`src/sv/drqc_pkg.sv`:
```
// shared types and codes for the dedup request queue with cooldown
// no dependencies; used by drqc_ctrl, drqc_dpath and the top level
package drqc_pkg;

  // action codes of an input transaction
  localparam logic [2:0] ACT_REQ   = 3'd0;
  localparam logic [2:0] ACT_TAKE  = 3'd1;
  localparam logic [2:0] ACT_FIN   = 3'd2;
  localparam logic [2:0] ACT_QUERY = 3'd3;
  localparam logic [2:0] ACT_CLEAR = 3'd4;

  // result status codes
  localparam logic [2:0] ST_OK    = 3'd0;
  localparam logic [2:0] ST_COOL  = 3'd1;
  localparam logic [2:0] ST_DUP   = 3'd2;
  localparam logic [2:0] ST_FULL  = 3'd3;
  localparam logic [2:0] ST_EMPTY = 3'd4;

  // configuration register indexes
  localparam logic [1:0] CFG_COOLDOWN = 2'd0;
  localparam logic [1:0] CFG_LIMIT    = 2'd1;

  localparam int MAC_W   = 48;
  localparam int KIND_W  = 8;
  localparam int TIME_W  = 32;

  // commands from controller to datapath
  typedef struct packed {
    logic       cap;         // capture input transaction, reset scan state
    logic       c_inc;       // next cooldown entry
    logic       c_kill;      // invalidate current cooldown entry
    logic       c_track;     // update free slot / oldest stamp tracking
    logic       c_stamp_hit; // refresh stamp of current entry
    logic       c_stamp_pick;// write address and stamp to chosen slot
    logic       c_clear;     // invalidate whole cooldown table
    logic       q_inc;       // next queue slot
    logic       q_head;      // point queue scan at head
    logic       q_push;      // append request at tail
    logic       q_pop;       // remove head, keep its payload
    logic       done_inc;    // count a completion
    logic       set_res;     // latch status and cooling
    logic [2:0] res_status;
    logic       res_cool;
    logic       res_load;    // move staged result to output register
  } drqc_cmd_t;

  // status from datapath to controller
  typedef struct packed {
    logic [2:0] act;
    logic       ok;
    logic       cool_hit;
    logic       cool_young;
    logic       cool_last;
    logic       q_hit;
    logic       q_last;
    logic       full;
    logic       empty;
    logic       out_free;
  } drqc_stat_t;

endpackage

```
`src/sv/drqc_ctrl.sv`:
```
// controller state machine sequencing table scans and queue updates
// depends on drqc_pkg
module drqc_ctrl (
  input  logic                 clk,
  input  logic                 rst,
  input  logic                 in_valid,
  output logic                 in_ready,
  input  drqc_pkg::drqc_stat_t stat,
  output drqc_pkg::drqc_cmd_t  cmd
);
  import drqc_pkg::*;

  localparam logic [3:0] S_IDLE = 4'd0;
  localparam logic [3:0] S_DISP = 4'd1;
  localparam logic [3:0] S_C_RD = 4'd2;
  localparam logic [3:0] S_C_CK = 4'd3;
  localparam logic [3:0] S_PICK = 4'd4;
  localparam logic [3:0] S_Q_RD = 4'd5;
  localparam logic [3:0] S_Q_CK = 4'd6;
  localparam logic [3:0] S_T_RD = 4'd7;
  localparam logic [3:0] S_T_CK = 4'd8;
  localparam logic [3:0] S_FIN  = 4'd9;

  logic [3:0] state;
  logic [3:0] state_next;

  assign in_ready = (state == S_IDLE);

  always_ff @(posedge clk) begin
    if (rst) begin
      state <= S_IDLE;
    end else begin
      state <= state_next;
    end
  end

  // next state and commands
  always_comb begin
    state_next = state;
    cmd        = '0;
    unique case (state)
      S_IDLE: begin
        if (in_valid) begin
          cmd.cap    = 1'b1;
          state_next = S_DISP;
        end
      end
      S_DISP: begin
        case (stat.act) inside
          ACT_REQ, ACT_QUERY: state_next = S_C_RD;
          ACT_TAKE: begin
            if (stat.empty) begin
              cmd.set_res    = 1'b1;
              cmd.res_status = ST_EMPTY;
              state_next     = S_FIN;
            end else begin
              cmd.q_head = 1'b1;
              state_next = S_T_RD;
            end
          end
          ACT_FIN: begin
            cmd.done_inc   = 1'b1;
            cmd.set_res    = 1'b1;
            cmd.res_status = ST_OK;
            state_next     = stat.ok ? S_C_RD : S_FIN;
          end
          ACT_CLEAR: begin
            cmd.c_clear    = 1'b1;
            cmd.set_res    = 1'b1;
            cmd.res_status = ST_OK;
            state_next     = S_FIN;
          end
          default: begin
            cmd.set_res    = 1'b1;
            cmd.res_status = ST_OK;
            state_next     = S_FIN;
          end
        endcase
      end
      S_C_RD: state_next = S_C_CK;
      S_C_CK: begin
        if (stat.act == ACT_FIN) begin
          // stamping: refresh a match, else remember free and oldest slots
          if (stat.cool_hit) begin
            cmd.c_stamp_hit = 1'b1;
            state_next      = S_FIN;
          end else begin
            cmd.c_track = 1'b1;
            if (stat.cool_last) begin
              state_next = S_PICK;
            end else begin
              cmd.c_inc  = 1'b1;
              state_next = S_C_RD;
            end
          end
        end else if (stat.cool_hit && stat.cool_young) begin
          cmd.set_res    = 1'b1;
          cmd.res_status = (stat.act == ACT_REQ) ? ST_COOL : ST_OK;
          cmd.res_cool   = (stat.act == ACT_QUERY);
          state_next     = S_FIN;
        end else if (stat.cool_hit || stat.cool_last) begin
          // expired entry is dropped; address is free to go on
          cmd.c_kill = stat.cool_hit;
          if (stat.act == ACT_REQ) begin
            state_next = S_Q_RD;
          end else begin
            cmd.set_res    = 1'b1;
            cmd.res_status = ST_OK;
            state_next     = S_FIN;
          end
        end else begin
          cmd.c_inc  = 1'b1;
          state_next = S_C_RD;
        end
      end
      S_PICK: begin
        cmd.c_stamp_pick = 1'b1;
        state_next       = S_FIN;
      end
      S_Q_RD: state_next = S_Q_CK;
      S_Q_CK: begin
        if (stat.q_hit) begin
          cmd.set_res    = 1'b1;
          cmd.res_status = ST_DUP;
          state_next     = S_FIN;
        end else if (stat.q_last) begin
          cmd.set_res    = 1'b1;
          cmd.res_status = stat.full ? ST_FULL : ST_OK;
          cmd.q_push     = !stat.full;
          state_next     = S_FIN;
        end else begin
          cmd.q_inc  = 1'b1;
          state_next = S_Q_RD;
        end
      end
      S_T_RD: state_next = S_T_CK;
      S_T_CK: begin
        cmd.q_pop      = 1'b1;
        cmd.set_res    = 1'b1;
        cmd.res_status = ST_OK;
        state_next     = S_FIN;
      end
      S_FIN: begin
        if (stat.out_free) begin
          cmd.res_load = 1'b1;
          state_next   = S_IDLE;
        end
      end
      default: state_next = S_IDLE;
    endcase
  end

endmodule

```
`config.mk`:
```
export PLATFORM = sky130hd
export DESIGN_NAME = drqc_ctrl
export DESIGN_NICKNAME = d
export VERILOG_FILES = /design/src/sv/drqc_pkg.sv /design/src/sv/drqc_ctrl.sv
export SDC_FILE = /design/constraint.sdc
export NUM_CORES = 1
export LEC_CHECK = 0
export BUFFER_PORTS_ARGS = -buffer_cell sky130_fd_sc_hd__clkbuf_2
export CAP_MARGIN = 20
export CORE_UTILIZATION = 40
export CTS_BUF_LIST = sky130_fd_sc_hd__clkbuf_8
export DETAILED_ROUTE_END_ITERATION = 10
export GPL_TIMING_DRIVEN = 0
export PLACE_DENSITY = 0.77
export SYNTH_ARGS = -nofsm -noshare
export SYNTH_HDL_FRONTEND = slang
export SYNTH_SLANG_ARGS = --single-unit
```
`constraint.sdc`:
```
create_clock -name clk -period 1.4 [get_ports clk]
set_input_delay 0.21 -clock clk [delete_from_list [all_inputs] [get_ports clk]]
set_output_delay 0.21 -clock clk [all_outputs]
set_load 0.02 [all_outputs]
```
==> results of run 1 <==
## stage by stage
step	TNS [ns]	util (%)	cell area [sq um]	hold WS (ns)	std cells
floorplan	-0.256	-	689	0.275	84
global placement	-0.889	64.3	868	0.435	131
detailed placement	-1.00	64.3	868	0.433	131
CTS	-3.09	92.3	1250	0.213	151
## kinds of logic after synthesis
family,Yosys count
buffers and inverters,9
flip-flops,4
AO/OA/AOI/OAI,19
AND/OR/NAND/NOR,52
## timing repair
| action | 4_1_cts |
|---|---|
| hold buffers | 0 |
| endpoints found under the setup margin | 19 |
| buffers inserted | 18 |
| resized for setup | 49 |
| pin swaps | 18 |
==> metrics, run 1 <==
post-synthesis register bit count=4; Post-Syn Area=599 sq um; Initial Utilization=between 40% and 50%; distinct cell type count of the synthesized netlist=38; Synth Area in Compound Gates=21.3%; Cells after Synth=84; port bufs=32; Synth top area share=13.4%; xor/xnor share of the synthesized area=0%; routability cong.=between 0.7 and 0.8; Post-Place Worst Slack=-0.301 ns; largest net degree at the start of global routing=11; GR repair worst EP=cmd[8]; clk buf depth=2; Fail Step=global routing (5_1_grt); area leader, netlist=dfxtp_1; total CTS buffers=3; post-synthesis async set-or-reset flop share=0%; synth warn=0; Die Ht=40.7 um; detailed placer's ending HPWL=1.32 mm; main combinational cell family by area after synthesis=simple AND/OR/NAND/NOR gates; Synth top cells by count=nor2_1 (9), nor3_1 (8); IO Pins=34; Avg Cell Area, Syn=7.13 sq um; predominant post-synthesis flop cell=dfxtp_1; Tool Error=[ERROR DPL-0038] Utilization greater than 100%, impossible to legalize; CTS H-tree lvls=1; CTS Root Cell=clkbuf_8; largest cells by area after synthesis=dfxtp_1 (13%), nor3_1 (6.7%), nor4b_1 (5.8%); status=aborted with a tool error; Worst EP Category=output port; syn nets=99; row cnt=13; die width=40.7 um; CTS sink cnt=4; count of flip-flops with a built-in enable after synthesis=0; post-synthesis simple-gate area fraction=~57%; mux cell area share after synthesis=0%; adder-cell share of the synthesized area=0%; most common cell in the netlist=nor2_1; register area share after synthesis=13.4%
==> run 2: changes to the inputs <==
CORE_AREA = 2 2 63 65   (was unset)
CORE_UTILIZATION = unset   (was 40)
CTS_BUF_LIST = unset   (was sky130_fd_sc_hd__clkbuf_8)
DIE_AREA = 0 0 65 67   (was unset)
PLACE_DENSITY = unset   (was 0.77)
PLACE_DENSITY_LB_ADDON = 0.15   (was unset)
clock period = 1.8 ns   (was 1.4 ns; I/O delays follow)
==> run 2 against run 1 <==
  * The run now ends clean
  * Synthesized cell count unchanged
  * Synthesized area unchanged
==> metrics, run 2 <==
post-synthesis simple-gate area fraction=a little under three fifths; fin cells=176; Fin. Hold Viols=0; post-layout power=0.632 mW; share of layout cells above drive strength 1=60.9%; fin area=0.00107 sq mm; adder-cell share of the synthesized area=0%; Setup TNS=0 ns; vias in the first global route=687; Worst R2R Setup Slack=0.34 ns; Worst Path Arrival=about 1.5 ns; CTS H-tree lvls=1; die width=~65 um; Largest Register=state; hold-fix buffers at CTS=0; main combinational cell family by area after synthesis=simple AND/OR/NAND/NOR gates; post-synthesis register bit count=4; shortest period the worst path allows=between 1.5 and 2 ns; worst r2r path cells=4; Avg Cell Area, Syn=7.13 sq um; Crit Path Class=flop to primary output; Max FO, Critical Path=4; port bufs=32; DRT Pass-1 Iters=4; Worst R2R Start=state[2]; DP Cell Count=164; peak supply drop=between 0.15 and 0.2 mV; Post-Syn Area=599 sq um; Final Cycle Share=97.8%; count of flip-flops with a built-in enable after synthesis=0; status=finished, final reports clean; Crit. Startpoint=state[3]; vias=799; DIE AREA=0.00436 sq mm; syn nets=99; Cells after Synth=84; # fillers=390; Die Ht=~67 um; Final Net Count=about 150; Synth top cells by count=nor2_1 (9), nor3_1 (8); post-synthesis async set-or-reset flop share=0%; CTS Root Cell=clkbuf_8; clk buf depth=2; largest cells by area after synthesis=dfxtp_1 (13%), nor3_1 (6.7%), nor4b_1 (5.8%); final wirelength=2.15 mm; detailed placer's ending HPWL=1.63 mm; Worst Skew=0.00565 ns; predominant post-synthesis flop cell=dfxtp_1; synth warn=0; GRT Total Usage=a little under a tenth; CTS tree=done; total CTS buffers=3; RSZ-0062 raised after global routing=yes; CTS clk-pin slew, worst paths=about 0.03 ns; worst path required time=1.53 ns; WL/cell=12.2 um; area leader, netlist=dfxtp_1; Lkg Pwr=0.439 nW; Initial Utilization=16.6%; area of the multi-input gates=553 sq um; Starting DRT DRC Count=36; distinct cell type count of the synthesized netlist=38; core footprint=0.00361 sq mm; max reg flops=4; row cnt=22; Hold WC Path Type=input port to flop; register area share after synthesis=13.4%; most common cell in the netlist=nor2_1; mux cell area share after synthesis=0%; diode count=0; Slew @ Worst Pin=0.316 ns; Final Max Slew Viols=0; CTS sink cnt=4; routability cong.=0.769; first-pass GRT wire length=roughly 3.2 mm; total grt overflow=0; xor/xnor share of the synthesized area=0%; area post-placement=837 sq um; Synth Area in Compound Gates=21.3%; routed vias/inst=4.54; CP endpoint=cmd[9]; Max Fclk=around 570 MHz; commonest non-fill, non-tap cell in the layout=clkbuf_2; DRC errors left=0; most frequent cells in the layout=clkbuf_2 (27), buf_4 (12), nor2_1 (9); Synth top area share=between 10% and 20%; PwrDens=593 mW/mm^2; crit path capture type=primary output; startpoint types=flop; Slew HR=78.9%; # setup viols final=0; worst hold margin=0.283 ns; Final ANT Viol Nets=0; FF/Latch Area=87.6 sq um; antenna violations before repair=0; top flop regs=state x4; IO Pins=34; max-cap violation count=0; Synth-to-Final Area Change=78.1%; clk_lat worst skew=0.22 ns; reg2reg end=state[2]; largest net degree at the start of global routing=11
run 2: cell counts after synthesis:
Identical to the previous run, type by type.
run 2: timing repair:
| item | CTS | global route |
|---|---|---|
| endpoints found under the setup margin | 4 | 6 |
| pin swaps | 4 | 5 |
| setup buffers | 2 | 7 |
| resized for setup | 20 | 22 |
run 2: layer usage:
| metal | vias to the layer above | wire length [um] | global-route usage [%] |
|---|---|---|---|
| met2 | 29 | 996 | 14.3 |
| met4 | 0 | 0 | 2.39 |
| li1 | 407 | - | - |
| met5 | - | 0 | 0 |
| met1 | 363 | 1010 | 13.0 |
| met3 | 0 | 144 | 2.36 |
run 2: power by group:
part	leakage (nW)	switching, mW	internal [mW]
registers	0.0347	0.0102	0.102
logic	0.383	0.179	0.156
clock network	0.0216	0.0430	0.142
total	0.439	0.232	0.400
run 2: cell type report:
class                      instances  area share, %
buffer                             7           6.21
clock buffer                       3           3.87
inverter                           2          0.703
multi-input combinational         71           51.8
sequential                         4           8.21
tap                               48           5.63
timing repair buffer              41           23.6
run 2: worst min path at each step:
stage          from        to  slack [ns]  cells past startpoint
4_1_cts         rst  state[2]        0.29                      2
3_3_place_gp    rst  state[2]        0.51                      2
5_1_grt         rst  state[1]        0.28                      2
6_report        rst  state[3]        0.28                      2
2_1_floorplan   rst  state[2]        0.34                      1
3_5_place_dp    rst  state[2]        0.51                      2
run 2: metrics by stage:
step / worst slack, ns / util (%)
global route: -0.0376 / 29.6
floorplan: 0.111 / -
global placement: -0.0310 / 23.2
detailed placement: -0.0164 / 23.2
finish: 0.0390 / 29.6
CTS: 0.00497 / 26.6
run 2: logic make-up (layout without fill, tap and decap cells):
group / after synthesis / in the layout
and+or+nand+nor: 52 / 52
DFF: 4 / 4
AOI/OAI and AO/OA: 19 / 19
buffers and inverters: 9 / 53
run 2: critical path: stages (launching register included):
cell and delay (ns):
dfxtp_2 0.31, buf_6 0.13, nor2_4 0.09, nand2_2 0.07
or4_4 0.49, inv_2 0.08, buf_8 0.10
Note: power is estimated with default switching activity, not from simulation.
